--- src/rtl/ntp_pkg.sv ---
// Shared types and constants for the number and minterm text parser.
package ntp_pkg;

  // Default queue depths
  localparam int TOK_DEPTH = 2;
  localparam int RES_DEPTH = 2;

  // Truth-table masks of the three minterm literals
  localparam logic [7:0] LIT_A_MASK = 8'hF0;
  localparam logic [7:0] LIT_B_MASK = 8'hCC;
  localparam logic [7:0] LIT_C_MASK = 8'hAA;
  localparam logic [7:0] MASK_ALL   = 8'hFF;

  // Classified character, front to back
  typedef struct packed {
    logic       is_zero;
    logic       is_space;
    logic       is_plus;
    logic       is_minus;
    logic       is_tilde;
    logic       is_dollar;
    logic       is_percent;
    logic       is_m;
    logic       is_lit;
    logic [7:0] lit_mask;
    logic       is_digit;
    logic [3:0] digit;
  } tok_t;

  // One parse result
  typedef struct packed {
    logic signed [31:0] value;
    logic               error;
  } res_t;

endpackage

--- src/rtl/ntp_fifo.sv ---
// Small register queue with push/full and pop/empty sides.
module ntp_fifo #(
  parameter int DEPTH = 2,
  parameter int W     = 8
) (
  input  logic         clk,
  input  logic         rst_n,
  input  logic         push,
  input  logic [W-1:0] wdata,
  output logic         full,
  input  logic         pop,
  output logic [W-1:0] rdata,
  output logic         empty
);

  localparam int AW = (DEPTH > 1) ? $clog2(DEPTH) : 1;
  localparam int CW = $clog2(DEPTH + 1);

  logic [W-1:0]  mem_r [DEPTH];
  logic [AW-1:0] wr_ptr_r, wr_ptr_nxt;
  logic [AW-1:0] rd_ptr_r, rd_ptr_nxt;
  logic [CW-1:0] count_r, count_nxt;
  logic          do_push, do_pop;

  assign full    = (count_r == CW'(DEPTH));
  assign empty   = (count_r == '0);
  assign do_push = push && !full;
  assign do_pop  = pop && !empty;
  assign rdata   = mem_r[rd_ptr_r];

  // Pointer and fill count updates
  always_comb begin
    wr_ptr_nxt = wr_ptr_r;
    rd_ptr_nxt = rd_ptr_r;
    count_nxt  = count_r;
    if (do_push) begin
      wr_ptr_nxt = (wr_ptr_r == AW'(DEPTH - 1)) ? '0 : wr_ptr_r + 1'b1;
    end
    if (do_pop) begin
      rd_ptr_nxt = (rd_ptr_r == AW'(DEPTH - 1)) ? '0 : rd_ptr_r + 1'b1;
    end
    case ({do_push, do_pop})
      2'b10:   count_nxt = count_r + 1'b1;
      2'b01:   count_nxt = count_r - 1'b1;
      default: count_nxt = count_r;
    endcase
  end

  always_ff @(posedge clk) begin
    if (!rst_n) begin
      wr_ptr_r <= '0;
      rd_ptr_r <= '0;
      count_r  <= '0;
    end else begin
      wr_ptr_r <= wr_ptr_nxt;
      rd_ptr_r <= rd_ptr_nxt;
      count_r  <= count_nxt;
    end
  end

  // Storage, no reset needed
  always_ff @(posedge clk) begin
    if (do_push) begin
      mem_r[wr_ptr_r] <= wdata;
    end
  end

endmodule

--- src/rtl/ntp_front.sv ---
// Front end: classifies each input character and queues it for the parser.
module ntp_front #(
  parameter int DEPTH = ntp_pkg::TOK_DEPTH
) (
  input  logic          clk,
  input  logic          rst_n,
  input  logic          in_push,
  input  logic [7:0]    in_ch,
  output logic          in_full,
  output logic          tok_valid,
  output ntp_pkg::tok_t tok,
  input  logic          tok_pop
);

  localparam logic [7:0] CH_NUL     = 8'h00;
  localparam logic [7:0] CH_SPACE   = 8'h20;
  localparam logic [7:0] CH_DOLLAR  = 8'h24;
  localparam logic [7:0] CH_PERCENT = 8'h25;
  localparam logic [7:0] CH_PLUS    = 8'h2B;
  localparam logic [7:0] CH_MINUS   = 8'h2D;
  localparam logic [7:0] CH_0       = 8'h30;
  localparam logic [7:0] CH_9       = 8'h39;
  localparam logic [7:0] CH_UA      = 8'h41;
  localparam logic [7:0] CH_UB      = 8'h42;
  localparam logic [7:0] CH_UC      = 8'h43;
  localparam logic [7:0] CH_UF      = 8'h46;
  localparam logic [7:0] CH_UM      = 8'h4D;
  localparam logic [7:0] CH_LA      = 8'h61;
  localparam logic [7:0] CH_LZ      = 8'h7A;
  localparam logic [7:0] CH_TILDE   = 8'h7E;
  localparam logic [7:0] CASE_DIFF  = 8'h20;

  logic [7:0]    up;
  ntp_pkg::tok_t cls;
  logic          tok_empty;
  logic [$bits(ntp_pkg::tok_t)-1:0] tok_bits;

  // Fold lower case to upper case
  assign up = (in_ch >= CH_LA && in_ch <= CH_LZ) ? in_ch - CASE_DIFF : in_ch;

  // Character classification
  always_comb begin
    cls            = '0;
    cls.is_zero    = (in_ch == CH_NUL);
    cls.is_space   = (in_ch == CH_SPACE);
    cls.is_plus    = (in_ch == CH_PLUS);
    cls.is_minus   = (in_ch == CH_MINUS);
    cls.is_tilde   = (in_ch == CH_TILDE);
    cls.is_dollar  = (in_ch == CH_DOLLAR);
    cls.is_percent = (in_ch == CH_PERCENT);
    cls.is_m       = (up == CH_UM);
    cls.is_lit     = (up >= CH_UA && up <= CH_UC);
    if (up == CH_UA) begin
      cls.lit_mask = ntp_pkg::LIT_A_MASK;
    end else if (up == CH_UB) begin
      cls.lit_mask = ntp_pkg::LIT_B_MASK;
    end else begin
      cls.lit_mask = ntp_pkg::LIT_C_MASK;
    end
    if (up >= CH_0 && up <= CH_9) begin
      cls.is_digit = 1'b1;
      cls.digit    = 4'(up - CH_0);
    end else if (up >= CH_UA && up <= CH_UF) begin
      cls.is_digit = 1'b1;
      cls.digit    = 4'(up - CH_UA + 8'd10);
    end
  end

  ntp_fifo #(
    .DEPTH (DEPTH),
    .W     ($bits(ntp_pkg::tok_t))
  ) u_tok_q (
    .clk   (clk),
    .rst_n (rst_n),
    .push  (in_push),
    .wdata (cls),
    .full  (in_full),
    .pop   (tok_pop),
    .rdata (tok_bits),
    .empty (tok_empty)
  );

  assign tok       = ntp_pkg::tok_t'(tok_bits);
  assign tok_valid = !tok_empty;

endmodule

--- src/rtl/ntp_back.sv ---
// Back end: parse state machine, accumulator and minterm combiner.
module ntp_back (
  input  logic          clk,
  input  logic          rst_n,
  input  logic          cfg_we,
  input  logic [31:0]   cfg_wdata,
  input  logic          tok_valid,
  input  ntp_pkg::tok_t tok,
  output logic          tok_pop,
  output logic          res_push,
  output ntp_pkg::res_t res,
  input  logic          res_full
);

  typedef enum logic [2:0] {
    PH_START    = 3'd0,
    PH_MT_SLOT  = 3'd1,
    PH_MT_TILDE = 3'd2,
    PH_NUM_M    = 3'd3,
    PH_NUM_SIGN = 3'd4,
    PH_NUM_PREF = 3'd5,
    PH_NUM_DIG  = 3'd6
  } phase_t;

  typedef enum logic [1:0] {
    BASE_DEC = 2'd0,
    BASE_HEX = 2'd1,
    BASE_BIN = 2'd2
  } base_t;

  phase_t      phase_r, phase_nxt, sp;
  base_t       base_r, base_nxt;
  logic [31:0] m_off_r;
  logic [31:0] acc_r, acc_nxt, acc_upd;
  logic        use_off_r, use_off_nxt;
  logic        neg_r, neg_nxt;
  logic        seen_r, seen_nxt;
  logic [7:0]  mask_r, mask_nxt;
  logic        has_lit_r, has_lit_nxt;
  logic        inv_r, inv_nxt;
  logic [7:0]  fb_r, fb_nxt;
  logic        err_r, err_nxt;
  logic        take, mt, num, at_pref, dig_ok, emit;
  logic [31:0] off, num_val, emit_val;

  // Take a token; a terminator also needs room for its result
  assign take    = tok_valid && (!tok.is_zero || !res_full);
  assign tok_pop = take;

  // Final number value: sign and offset folded into one add/subtract
  assign off     = use_off_r ? m_off_r : '0;
  assign num_val = neg_r ? (off - acc_r) : (acc_r + off);

  // Digit range check and accumulation for the current radix
  always_comb begin
    case (base_r)
      BASE_HEX: begin
        dig_ok  = tok.is_digit;
        acc_upd = {acc_r[27:0], tok.digit};
      end
      BASE_BIN: begin
        dig_ok  = tok.is_digit && (tok.digit < 4'd2);
        acc_upd = {acc_r[30:0], tok.digit[0]};
      end
      default: begin
        dig_ok  = tok.is_digit && (tok.digit < 4'd10);
        acc_upd = {acc_r[28:0], 3'b000} + {acc_r[30:0], 1'b0} + 32'(tok.digit);
      end
    endcase
  end

  // Parse step
  always_comb begin
    phase_nxt   = phase_r;
    base_nxt    = base_r;
    acc_nxt     = acc_r;
    use_off_nxt = use_off_r;
    neg_nxt     = neg_r;
    seen_nxt    = seen_r;
    mask_nxt    = mask_r;
    has_lit_nxt = has_lit_r;
    inv_nxt     = inv_r;
    fb_nxt      = fb_r;
    err_nxt     = err_r;
    emit        = 1'b0;
    emit_val    = '0;
    mt          = 1'b0;
    num         = 1'b0;
    sp          = phase_r;
    at_pref     = 1'b0;

    if (take) begin
      if (err_r) begin
        // Skip to the terminator after an error
        emit = tok.is_zero;
      end else begin
        unique case (phase_r)
          PH_START: begin
            if (!tok.is_space) begin
              if (tok.is_tilde || tok.is_lit) begin
                mt = 1'b1;
                sp = PH_MT_SLOT;
              end else if (tok.is_m) begin
                phase_nxt = PH_NUM_M;
              end else begin
                num = 1'b1;
                sp  = PH_NUM_SIGN;
              end
            end
          end
          PH_MT_SLOT, PH_MT_TILDE: begin
            mt = 1'b1;
          end
          PH_NUM_M, PH_NUM_SIGN, PH_NUM_PREF, PH_NUM_DIG: begin
            num = 1'b1;
          end
          default: begin
            err_nxt = 1'b1;
            emit    = tok.is_zero;
          end
        endcase

        // Minterm expression
        if (mt) begin
          if (tok.is_zero || tok.is_plus) begin
            if (!has_lit_r) begin
              err_nxt = 1'b1;
            end
            fb_nxt      = fb_r | mask_r;
            emit_val    = {24'd0, fb_r | mask_r};
            emit        = tok.is_zero;
            mask_nxt    = ntp_pkg::MASK_ALL;
            has_lit_nxt = 1'b0;
            inv_nxt     = 1'b0;
            phase_nxt   = PH_MT_SLOT;
          end else if (sp == PH_MT_SLOT && tok.is_tilde) begin
            inv_nxt   = 1'b1;
            phase_nxt = PH_MT_TILDE;
          end else if (tok.is_lit) begin
            mask_nxt    = mask_r & (tok.lit_mask ^ {8{inv_r}});
            has_lit_nxt = 1'b1;
            inv_nxt     = 1'b0;
            phase_nxt   = PH_MT_SLOT;
          end else begin
            err_nxt = 1'b1;
          end
        end

        // Number
        if (num) begin
          at_pref = (sp == PH_NUM_SIGN && !tok.is_minus) || (sp == PH_NUM_PREF);
          if (sp == PH_NUM_M) begin
            if (tok.is_plus) begin
              use_off_nxt = 1'b1;
              phase_nxt   = PH_NUM_SIGN;
            end else if (tok.is_zero) begin
              emit     = 1'b1;
              emit_val = m_off_r;
            end else begin
              err_nxt = 1'b1;
            end
          end else if (sp == PH_NUM_SIGN && tok.is_minus) begin
            neg_nxt   = 1'b1;
            phase_nxt = PH_NUM_PREF;
          end else if (at_pref && tok.is_dollar) begin
            base_nxt  = BASE_HEX;
            phase_nxt = PH_NUM_DIG;
          end else if (at_pref && tok.is_percent) begin
            base_nxt  = BASE_BIN;
            phase_nxt = PH_NUM_DIG;
          end else begin
            phase_nxt = PH_NUM_DIG;
            if (tok.is_zero) begin
              if (!seen_r) begin
                err_nxt = 1'b1;
              end
              emit     = 1'b1;
              emit_val = num_val;
            end else if (dig_ok) begin
              acc_nxt  = acc_upd;
              seen_nxt = 1'b1;
            end else begin
              err_nxt = 1'b1;
            end
          end
        end
      end
    end

    // Result goes out with the final error flag; state starts over
    res.error = err_nxt;
    res.value = err_nxt ? '0 : emit_val;
    if (emit) begin
      phase_nxt   = PH_START;
      base_nxt    = BASE_DEC;
      acc_nxt     = '0;
      use_off_nxt = 1'b0;
      neg_nxt     = 1'b0;
      seen_nxt    = 1'b0;
      mask_nxt    = ntp_pkg::MASK_ALL;
      has_lit_nxt = 1'b0;
      inv_nxt     = 1'b0;
      fb_nxt      = '0;
      err_nxt     = 1'b0;
    end
  end

  assign res_push = emit;

  always_ff @(posedge clk) begin
    if (!rst_n) begin
      phase_r   <= PH_START;
      base_r    <= BASE_DEC;
      m_off_r   <= '0;
      acc_r     <= '0;
      use_off_r <= 1'b0;
      neg_r     <= 1'b0;
      seen_r    <= 1'b0;
      mask_r    <= ntp_pkg::MASK_ALL;
      has_lit_r <= 1'b0;
      inv_r     <= 1'b0;
      fb_r      <= '0;
      err_r     <= 1'b0;
    end else begin
      phase_r   <= phase_nxt;
      base_r    <= base_nxt;
      acc_r     <= acc_nxt;
      use_off_r <= use_off_nxt;
      neg_r     <= neg_nxt;
      seen_r    <= seen_nxt;
      mask_r    <= mask_nxt;
      has_lit_r <= has_lit_nxt;
      inv_r     <= inv_nxt;
      fb_r      <= fb_nxt;
      err_r     <= err_nxt;
      if (cfg_we) begin
        m_off_r <= cfg_wdata;
      end
    end
  end

endmodule

--- src/rtl/number_and_minterm_text_parser.sv ---
// Top level of the number and minterm text parser.
//
// Input: one character per item on in_ch, written with in_push while in_full
// is low. A zero character ends the string and produces exactly one result.
// Output: out_value/out_error hold the oldest result while out_empty is low;
// out_pop takes it. out_value is zero whenever out_error is set.
// Configuration: cfg_we writes cfg_wdata into the M offset register; write
// it only while no string is in flight.
// Throughput: one character per cycle, sustained while the result queue has
// room. Each character is classified and queued; the parse state machine
// takes a terminator in the same cycle that it pushes its result.
// Stall: when the result queue is full, the parser holds a terminator until
// space frees; the character queue then fills and in_full rises. Characters
// other than the terminator keep flowing until that point.
// Reset (rst_n low, synchronous): both queues empty, parse state cleared,
// M offset zero.
module number_and_minterm_text_parser #(
  parameter int TOK_DEPTH = ntp_pkg::TOK_DEPTH,
  parameter int RES_DEPTH = ntp_pkg::RES_DEPTH
) (
  input  logic               clk,
  input  logic               rst_n,
  input  logic               in_push,
  input  logic [7:0]         in_ch,
  output logic               in_full,
  output logic               out_empty,
  input  logic               out_pop,
  output logic signed [31:0] out_value,
  output logic               out_error,
  input  logic               cfg_we,
  input  logic [31:0]        cfg_wdata
);

  logic          tok_valid;
  ntp_pkg::tok_t tok;
  logic          tok_pop;
  logic          res_push;
  logic          res_full;
  ntp_pkg::res_t res_in;
  ntp_pkg::res_t res_out;
  logic [$bits(ntp_pkg::res_t)-1:0] res_bits;

  ntp_front #(
    .DEPTH (TOK_DEPTH)
  ) u_front (
    .clk       (clk),
    .rst_n     (rst_n),
    .in_push   (in_push),
    .in_ch     (in_ch),
    .in_full   (in_full),
    .tok_valid (tok_valid),
    .tok       (tok),
    .tok_pop   (tok_pop)
  );

  ntp_back u_back (
    .clk       (clk),
    .rst_n     (rst_n),
    .cfg_we    (cfg_we),
    .cfg_wdata (cfg_wdata),
    .tok_valid (tok_valid),
    .tok       (tok),
    .tok_pop   (tok_pop),
    .res_push  (res_push),
    .res       (res_in),
    .res_full  (res_full)
  );

  // Result queue toward the receiver
  ntp_fifo #(
    .DEPTH (RES_DEPTH),
    .W     ($bits(ntp_pkg::res_t))
  ) u_res_q (
    .clk   (clk),
    .rst_n (rst_n),
    .push  (res_push),
    .wdata (res_in),
    .full  (res_full),
    .pop   (out_pop),
    .rdata (res_bits),
    .empty (out_empty)
  );

  assign res_out   = ntp_pkg::res_t'(res_bits);
  assign out_value = res_out.value;
  assign out_error = res_out.error;

endmodule

--- config.mk ---
export PLATFORM = sky130hd
export DESIGN_NAME = number_and_minterm_text_parser
export DESIGN_NICKNAME = d
export VERILOG_FILES = /design/src/rtl/ntp_pkg.sv /design/src/rtl/ntp_fifo.sv /design/src/rtl/ntp_front.sv /design/src/rtl/ntp_back.sv /design/src/rtl/number_and_minterm_text_parser.sv
export SDC_FILE = /design/constraint.sdc
export NUM_CORES = 1
export LEC_CHECK = 0
export CORE_ASPECT_RATIO = 0.75
export CORE_MARGIN = 10
export CORE_UTILIZATION = 60
export CTS_BUF_LIST = sky130_fd_sc_hd__clkbuf_4 sky130_fd_sc_hd__clkbuf_8
export DETAILED_ROUTE_END_ITERATION = 6
export DONT_BUFFER_PORTS = 1
export PLACE_DENSITY_LB_ADDON = 0.25
export SLEW_MARGIN = 20
export SYNTH_ARGS = -nofsm -noshare
export SYNTH_HDL_FRONTEND = slang
export SYNTH_HIERARCHICAL = 1
export SYNTH_SLANG_ARGS = --single-unit
--- constraint.sdc ---
create_clock -name clk -period 4.2 [get_ports clk]
set_clock_uncertainty 0.2 [all_clocks]
set_input_delay 0.21 -clock clk [delete_from_list [all_inputs] [get_ports clk]]
set_output_delay 0.21 -clock clk [all_outputs]
set_load 0.01 [all_outputs]
==> results of run 1 <==
worst max-delay path, stage by stage (launching register included):
cell and delay [ns]:
dfxtp_2 0.32, or4_4 0.56, buf_6 0.14, nor4b_4 0.37, buf_4 0.17, a31oi_1 0.09, xnor2_1 0.16, ha_1 0.34
a21o_1 0.18, a21oi_2 0.15, o211ai_1 0.12, and3_4 0.18, o311ai_2 0.25, nand2_1 0.13, a41o_1 0.25, a221o_1 0.32
sequential cells by signal, summed over array words and instances, names as in the netlist, 2 cells and up, named ones only:
register                 cells
u_back/acc_r                32
u_back/base_r                2
u_back/fb_r                  8
u_back/m_off_r              32
u_back/mask_r                8
u_back/phase_r               3
u_front/u_tok_q/count_r      2
u_front/u_tok_q/mem_r       44
u_res_q/count_r              2
u_res_q/mem_r               66
stage by stage:
| stage | area, um2 | power [mW] | hold slack (ns) |
|---|---|---|---|
| finish | 16300 | 8.68 | 0.0518 |
| floorplan | 14000 | 5.33 | 0.132 |
| CTS | 16200 | 8.34 | 0.0134 |
| global route | 16300 | 9.19 | 0.0627 |
| global placement | 14500 | 6.27 | 0.156 |
| detailed placement | 14500 | 6.31 | 0.158 |
kinds of logic (layout without fill, tap and decap cells):
logic type	after synthesis	after routing	share of synthesized area (%)
AND/OR/NAND/NOR	435	435	16.0
AO/OA/AOI/OAI	419	419	19.4
flip-flops	211	211	38.2
buffers and inverters	127	270	3.77
adder cells (fa/ha/maj)	103	103	9.39
XOR/XNOR	96	96	6.08
multiplexers	93	93	7.17
other	2	4	0.0538
power groups by stage:
stage               Clock [mW]  Sequential (mW)  Combinational (mW)
detailed placement           0             2.69                3.61
global placement             0             2.67                3.59
floorplan                    0             2.62                2.71
CTS                       1.93             2.65                3.76
global route              2.05             2.69                4.45
finish                    1.92             2.66                4.09
metal layers:
metal,routed length [um],share of wire [%],global-route usage [%],up-vias
li1,-,-,-,5649
met4,367,1.0,4.25,0
met2,14900,41,32.2,428
met5,0,0,0,-
met1,18300,50,36.8,5493
met3,2860,7.8,4.53,36
final timing paths:
check	start	endpoint	cells past startpoint
max	u_back/acc_r[2]	u_res_q/mem_r[1][30]	15
min	in_ch[0]	u_front/u_tok_q/mem_r[1][8]	2
max reg2reg	u_back/acc_r[2]	u_res_q/mem_r[1][30]	15
min reg2reg	u_back/fb_r[7]	u_back/fb_r[7]	2
final cells by class:
cell class | count | area (um2)
multi-input combinational | 1150 | 8250
inverter | 46 | 173
clock inverter | 9 | 78.8
tap | 300 | 375
sequential | 211 | 5330
timing repair buffer | 161 | 1460
clock buffer | 54 | 668
fill | 1641 | 6600
what timing repair did:
item,4_1_cts,5_1_grt
endpoints found under the setup margin,4,61
pin swaps,1,33
hold buffers,85,0
resized for setup,3,42
endpoints found under the hold margin,96,0
setup buffers,0,9
cells in the final DEF (no fill, tap or decap), types with 42 or more instances in the layout:
cell | synthesis | final
clkbuf_8 | 0 | 42
nand2_1 | 105 | 105
dfxtp_1 | 101 | 99
inv_1 | 44 | 44
xnor2_1 | 58 | 58
buf_4 | 3 | 72
o21ai_0 | 83 | 75
nor2b_1 | 47 | 47
edfxtp_1 | 110 | 110
dlygate4sd3_1 | 0 | 84
ha_1 | 100 | 99
nor2_1 | 122 | 117
mux2_2 | 56 | 56
a21oi_1 | 127 | 116
==> flow_summary.json, run 1 <==
{
  "cap_viol_max_count": 0,
  "status": "finished clean",
  "synthTopCellsByCount": "a21oi_1, nor2_1, edfxtp_1, nand2_1, dfxtp_1",
  "initial_core_util_pct": 60.8,
  "post-place-ws_ns": -0.0536,
  "fin_ws_ns": 0.0278,
  "fmax_ghz": 0.240,
  "core_area_mm2": 0.0229,
  "grt_pass1_wl_um": 58400,
  "wl_per_cell_um": 18.9,
  "pin_count": 80,
  "critical_path.max_fanout": 5,
  "dp_cells": 1774,
  "final_cells": 1931,
  "ff2ff_setup_slack_ns": 0.03,
  "p_comb_share_pct": 47.2,
  "place.gp.congestion": 0.965,
  "grt.overflow.total": 0,
  "drt_iter0_drc": 1079,
  "power.density_mw_per_mm2": 531,
  "start_kind": "flop",
  "syn_area_mm2": 0.0140,
  "syn_area_per_cell_um2": 9.39,
  "synth_flop_cell": "edfxtp_1",
  "synth_edf_count": 110,
  "ant_nets": 0,
  "critPathArrivalTime_ns": 4.23,
  "seqPwrFrac_pct": 30.7,
  "insertion_delay_ns": 0.52,
  "async_reset_ff_share_pct": 0,
  "yosys_warnings": 6,
  "tns_ns": 0,
  "clkTransAtPathRegs_ns": 0.06,
  "diodes": 0,
  "vias": 11600,
  "grt_usage_pct": 23.4,
  "via_per_inst": 6.01,
  "hold_class": "in -> reg",
  "htree_num_levels": 2,
  "synth-seq-area-share_pct": 38.2,
  "p_sw_share_pct": 37.5,
  "drive_above_1_share_pct": 16.1,
  "synth_top_cell_by_area": "edfxtp_1",
  "fin_nets": 1753,
  "max-vdd-ir-drop_uv": 290,
  "synth.distinct_cells": 90,
  "hold_viol": 0,
  "post-route-period-util_pct": 99.3,
  "p_leak_nw": 6.59,
  "grt_setup_unrepaired": "yes",
  "cts_tree": "done",
  "slew_viol_final": 0,
  "end_kind": "flop",
  "hpwl_um": 25600,
  "area_growth_pct": 17.1,
  "die_width_um": 196,
  "pwr-share-clk_pct": 22.1,
  "row_count": 48,
  "cp.required_ns": 4.25,
  "die_area_mm2": 0.0298,
  "netlist_instances": 1486,
  "clock-root-buffer": "clkbuf_8",
  "grt_max_degree": 55,
  "period_minus_slack_ns": 4.17,
  "yosysMostFrequentCell": "a21oi_1",
  "cts_sinks": 211,
  "synthTopCellsByArea": "edfxtp_1, dfxtp_1, ha_1",
  "final_core_utilization_pct": 71.2,
  "internal-power_mw": 5.43,
  "dieHeight_um": 152,
  "clock_path_buffers": 3,
  "antenna_found_initial": 0,
  "grt_pass1_vias": 10900,
  "cts-buffers-inserted": 35,
  "drc_errors": 0,
  "p_sw_mw": 3.25,
  "wl_um": 36400,
  "dr.pass1.iters": 6,
  "port_buffers": 0,
  "ys_ff_latch": 211,
  "synth_top_cell_area_share_pct": 23.7,
  "tightest_slew_ns": 0.962,
  "crit_type": "reg -> reg",
  "slew_headroom_pct": 35.8,
  "setup_violations": 0
}
No activity file was read; power rests on OpenSTA's default activity.
==> run 2: changes to the inputs <==
--- a/config.mk
+++ b/config.mk
@@ -6,7 +6,7 @@
 export NUM_CORES = 1
 export LEC_CHECK = 0
 export CORE_ASPECT_RATIO = 0.75
-export CORE_MARGIN = 10
+export CORE_MARGIN = 2
 export CORE_UTILIZATION = 60
 export CTS_BUF_LIST = sky130_fd_sc_hd__clkbuf_4 sky130_fd_sc_hd__clkbuf_8
 export DETAILED_ROUTE_END_ITERATION = 6
==> flow_summary.json, run 2 (synthesis gave the netlist of run 1 again) <==
{
  "hold_class": "in -> reg",
  "antenna_found_initial": 1,
  "crit_type": "reg -> reg",
  "fin_nets": 1761,
  "top_register": "u_res_q/mem_r",
  "max-vdd-ir-drop_uv": 286,
  "cp.required_ns": 4.29,
  "regToRegStartpoint": "u_back/acc_r[5]",
  "core_area_mm2": 0.0229,
  "dpl_cell_area_mm2": 0.0146,
  "critical_path.max_fanout": 5,
  "register_area_mm2": 0.00533,
  "grt_pass1_wl_um": 57600,
  "critPathArrivalTime_ns": 4.34,
  "grt_pass1_vias": 10900,
  "rr_worst_depth": 16,
  "htree_num_levels": 2,
  "fin_area_mm2": 0.0165,
  "port_buffers": 0,
  "layout_common_cells": "nor2_1, a21oi_1, edfxtp_1",
  "hold_depth": 2,
  "pin_count": 80,
  "setup_violations": 4,
  "dieHeight_um": 136,
  "ff2ff_setup_slack_ns": -0.06,
  "ant_nets": 0,
  "dr.pass1.iters": 6,
  "cts-buffers-inserted": 34,
  "fmax_ghz": 0.235,
  "area_growth_pct": 18.3,
  "largest_reg_flops": 66,
  "via_per_inst": 6.04,
  "end_kind": "flop",
  "clkTransAtPathRegs_ns": 0.06,
  "cts_tree": "done",
  "initial_core_util_pct": 60.8,
  "multiInputGateArea_mm2": 0.00840,
  "place.gp.congestion": 0.937,
  "slew_viol_final": 0,
  "cts_sinks": 211,
  "status": "complete, but fails checks",
  "final_core_utilization_pct": 72.0,
  "p_leak_nw": 6.64,
  "hpwl_um": 25300,
  "drt_iter0_drc": 1313,
  "grt_max_degree": 55,
  "insertion_delay_ns": 0.55,
  "tns_ns": -0.143,
  "tightest_slew_ns": 0.942,
  "row_count": 48,
  "wl_per_cell_um": 19.0,
  "grt_setup_unrepaired": "yes",
  "clock-root-buffer": "clkbuf_8",
  "hold_end": "u_front/u_tok_q/mem_r[1][10]",
  "final_common_cell": "nor2_1",
  "post-route-period-util_pct": 101,
  "cap_viol_max_count": 0,
  "hold_viol": 0,
  "grt_usage_pct": 29.1,
  "hold_start": "in_ch[1]",
  "fin_ws_ns": -0.0580,
  "start_kind": "flop",
  "top_regs": "u_res_q/mem_r: 66 flops, u_front/u_tok_q/mem_r: 44 flops",
  "drc_errors": 0,
  "clock_path_buffers": 3,
  "slew_headroom_pct": 37.1,
  "grt.overflow.total": 0,
  "wl_um": 36800,
  "violations": "setup timing",
  "fillers": 1657,
  "vias": 11700,
  "period_minus_slack_ns": 4.26,
  "die_width_um": 180,
  "drive_above_1_share_pct": 17.8,
  "power.density_mw_per_mm2": 535,
  "r2r-end": "u_res_q/mem_r[1][31]",
  "die_area_mm2": 0.0245
}
-- run 2: report_power, final --
group | switching, mW | leakage, nW | internal (mW)
Sequential | 0.164 | 1.80 | 2.50
Clock | 0.832 | 0.366 | 0.949
Combinational | 2.39 | 4.47 | 2.00
Total | 3.38 | 6.64 | 5.45
-- run 2: layout make-up --
class	count	share of cell area [%]
flip-flops and latches	211	32.3
inverters	46	1.05
diodes	1	0.0152
well taps	300	2.27
repair buffers	170	9.40
clock inverters	12	0.432
multi-input cells	1150	50.9
clock buffers	50	3.71
-- run 2: metal layers --
layer / share of wire, % / global-route usage, % / vias to the layer above / routed length, um
met2: 42 / 42.4 / 476 / 15300
met4: 1.2 / 6.32 / 0 / 439
li1: - / - / 5687 / -
met5: 0 / 0 / - / 0
met1: 49 / 45.2 / 5511 / 18200
met3: 7.8 / 4.82 / 42 / 2860
-- run 2: worst max-delay path, cell delays in order (launching register included) --
cell and delay (ns):
dfxtp_2 0.32, or4_4 0.56, buf_6 0.14, nor4b_4 0.32, and3b_2 0.28, a21oi_2 0.07, xnor2_1 0.26, ha_1 0.36
a21oi_2 0.19, o21ai_2 0.08, or3_1 0.36, a21oi_2 0.17, buf_4 0.15, o21ai_2 0.05, a31oi_1 0.21, xor2_1 0.20
o21ai_2 0.10
-- run 2: worst max path at each step --
stage                                from                   end  slack (ns)  cells after the start
final                     u_back/acc_r[5]  u_res_q/mem_r[1][31]       -0.06                     16
after CTS                 u_back/acc_r[2]  u_res_q/mem_r[0][30]        0.01                     14
after floorplan           u_back/acc_r[2]  u_res_q/mem_r[0][30]        0.01                     15
after detailed placement  u_back/acc_r[2]  u_res_q/mem_r[0][30]       -0.07                     14
after global placement    u_back/acc_r[2]  u_res_q/mem_r[0][30]       -0.05                     15
after global routing      u_back/acc_r[5]  u_res_q/mem_r[1][31]       -0.24                     16
-- run 2: timing repair --
action                                  4_1_cts  5_1_grt
setup buffers                                 0       14
hold buffers                                 82        0
gates resized for setup                       5       70
endpoints found under the setup margin        4       69
hold endpoints to repair                    117        0
pin swaps                                     1       68
-- run 2: through the flow --
step                total power, mW  hold WS (ns)  worst slack [ns]  instances
finish                         8.83        0.0231           -0.0580       1940
global route                   9.28        0.0479            -0.239       1940
CTS                            8.31       0.00586            0.0108       1925
detailed placement             6.41         0.141           -0.0678       1781
global placement               6.38         0.137           -0.0505       1781
floorplan                      5.33         0.132            0.0122       1488
==> run 3: changes to the inputs <==
==> constraint.sdc (replaced) <==
create_clock -name clk -period 4.2 [get_ports clk]
set_clock_uncertainty 0.2 [all_clocks]
set_input_delay 0.21 -clock clk [delete_from_list [all_inputs] [get_ports clk]]
set_output_delay 0.21 -clock clk [all_outputs]
set_load 0.05 [all_outputs]
==> flow_summary.json, run 3 (synthesis gave the netlist of run 1 again) <==
{
  "htree_num_levels": 2,
  "start_kind": "flop",
  "cap_viol_max_count": 0,
  "ant_nets": 0,
  "wl_um": 36600,
  "fillers": 1667,
  "r2r-end": "u_res_q/mem_r[1][30]",
  "die_area_mm2": 0.0245,
  "top_register": "u_res_q/mem_r",
  "grt_setup_unrepaired": "yes",
  "clock_path_buffers": 3,
  "final_common_cell": "a21oi_1",
  "setup_violations": 0,
  "tns_ns": 0,
  "largest_reg_flops": 66,
  "clkTransAtPathRegs_ns": 0.06,
  "dr.pass1.iters": 5,
  "vias": 11700,
  "wl_per_cell_um": 19.0,
  "via_per_inst": 6.06,
  "period_minus_slack_ns": 4.16,
  "max-vdd-ir-drop_uv": 275,
  "power.density_mw_per_mm2": 560,
  "cts_sinks": 211,
  "slew_viol_final": 0,
  "post-route-period-util_pct": 99.0,
  "grt.overflow.total": 0,
  "holdWs_ns": 0.0484,
  "drt_iter0_drc": 1266,
  "antenna_found_initial": 0,
  "critical_path.max_fanout": 5,
  "top_usage_layer": "met1",
  "core_area_mm2": 0.0229,
  "fin_nets": 1748,
  "cts_tree": "done",
  "grt_pass1_vias": 11000,
  "die_width_um": 180,
  "cts-buffers-inserted": 35,
  "top_regs": "u_res_q/mem_r: 66 flops, u_front/u_tok_q/mem_r: 44 flops",
  "hold_class": "in -> reg",
  "area_growth_pct": 16.8,
  "use_met1_pct": 46.7,
  "fmax_ghz": 0.241,
  "place.gp.congestion": 0.939,
  "met2_usage_pct": 43.1,
  "rr_worst_depth": 14,
  "row_count": 48,
  "p_leak_nw": 6.57,
  "insertion_delay_ns": 0.54,
  "hold_viol": 0,
  "end_kind": "flop",
  "cp.required_ns": 4.26,
  "clock-root-buffer": "clkbuf_8",
  "register_area_mm2": 0.00533,
  "grt_pass1_wl_um": 59000,
  "critPathArrivalTime_ns": 4.22,
  "crit_type": "reg -> reg",
  "port_buffers": 0,
  "tightest_slew_ns": 0.981,
  "diodes": 0,
  "multiInputGateArea_mm2": 0.00826,
  "initial_core_util_pct": 60.8,
  "dieHeight_um": 136,
  "status": "finished clean",
  "drc_errors": 0,
  "ff2ff_setup_slack_ns": 0.04,
  "hold_start": "in_ch[6]",
  "met3_usage_pct": 4.50,
  "hold_end": "u_front/u_tok_q/mem_r[0][18]",
  "drive_above_1_share_pct": 16.0,
  "grt_usage_pct": 29.7,
  "regToRegStartpoint": "u_back/acc_r[5]",
  "hold_depth": 4,
  "hpwl_um": 25300,
  "slew_headroom_pct": 34.5,
  "pin_count": 80,
  "layout_common_cells": "a21oi_1, nor2_1, edfxtp_1",
  "grt_max_degree": 55
}
[run 3: cell types whose count changed in the layout (fill, tap and decap cells not counted), moves of 4 or more]
cell,delta
buf_4,-11
a21oi_2,-9
a21oi_1,+8
clkinv_2,+7
clkinv_1,-4
o21ai_1,+4
[run 3: worst max path at each step]
stage / endpoint / slack [ns] / start
2_1_floorplan: u_res_q/mem_r[0][30] / 0.01 / u_back/acc_r[2]
3_3_place_gp: u_res_q/mem_r[0][30] / -0.06 / u_back/acc_r[2]
3_5_place_dp: u_res_q/mem_r[0][30] / -0.08 / u_back/acc_r[2]
4_1_cts: u_res_q/mem_r[1][31] / 0.01 / u_back/acc_r[2]
5_1_grt: u_res_q/mem_r[1][20] / -0.16 / u_back/acc_r[5]
6_report: u_res_q/mem_r[1][30] / 0.04 / u_back/acc_r[5]
[run 3: critical path, cell delays in order (launching register included)]
cell and delay (ns):
dfxtp_2 0.31, or4_4 0.55, buf_6 0.14, nor4b_4 0.35
a21oi_1 0.14, xnor2_1 0.16, ha_1 0.36, and4_4 0.21
and3_1 0.19, o211ai_1 0.14, a21oi_2 0.12, o311ai_2 0.30
nand2_1 0.14, a41o_1 0.26, a221o_1 0.34
[run 3: cell type report]
type | instances | share of cell area, %
Multi-Input combinational cell | 1150 | 50.6
Clock inverter | 17 | 0.921
Sequential cell | 211 | 32.7
Inverter | 46 | 1.06
Tap cell | 300 | 2.30
Timing Repair Buffer | 156 | 8.80
Clock buffer | 47 | 3.62
[run 3: per-layer routing]
layer | wire length, um | vias up
met3 | 2600 | 39
met2 | 15300 | 474
li1 | - | 5664
met5 | 0 | -
met4 | 447 | 0
met1 | 18300 | 5508
[run 3: per-stage QoR]
| stage | worst slack (ns) | total power [mW] | cells | util, % | cell area, um2 |
|---|---|---|---|---|---|
| 5_1_grt | -0.164 | 9.60 | 1927 | 71.1 | 16300 |
| 3_5_place_dp | -0.0798 | 6.78 | 1777 | 63.5 | 14600 |
| 3_3_place_gp | -0.0628 | 6.76 | 1777 | 63.5 | 14600 |
| 6_report | 0.0425 | 9.12 | 1927 | 71.1 | 16300 |
| 2_1_floorplan | 0.0122 | 5.71 | 1488 | - | 14000 |
| 4_1_cts | 0.00976 | 8.82 | 1924 | 70.4 | 16200 |
[run 3: timing repair]
action | 4_1_cts | 5_1_grt
hold endpoints to repair | 136 | 0
pin swaps | 2 | 27
setup buffers | 1 | 3
hold buffers | 82 | 0
endpoints found under the setup margin | 2 | 71
resized for setup | 3 | 42
[run 3: power by group]
part | internal [mW] | switching, mW
logic | 1.90 | 2.65
clock network | 1.06 | 0.856
registers | 2.50 | 0.167
total | 5.45 | 3.67
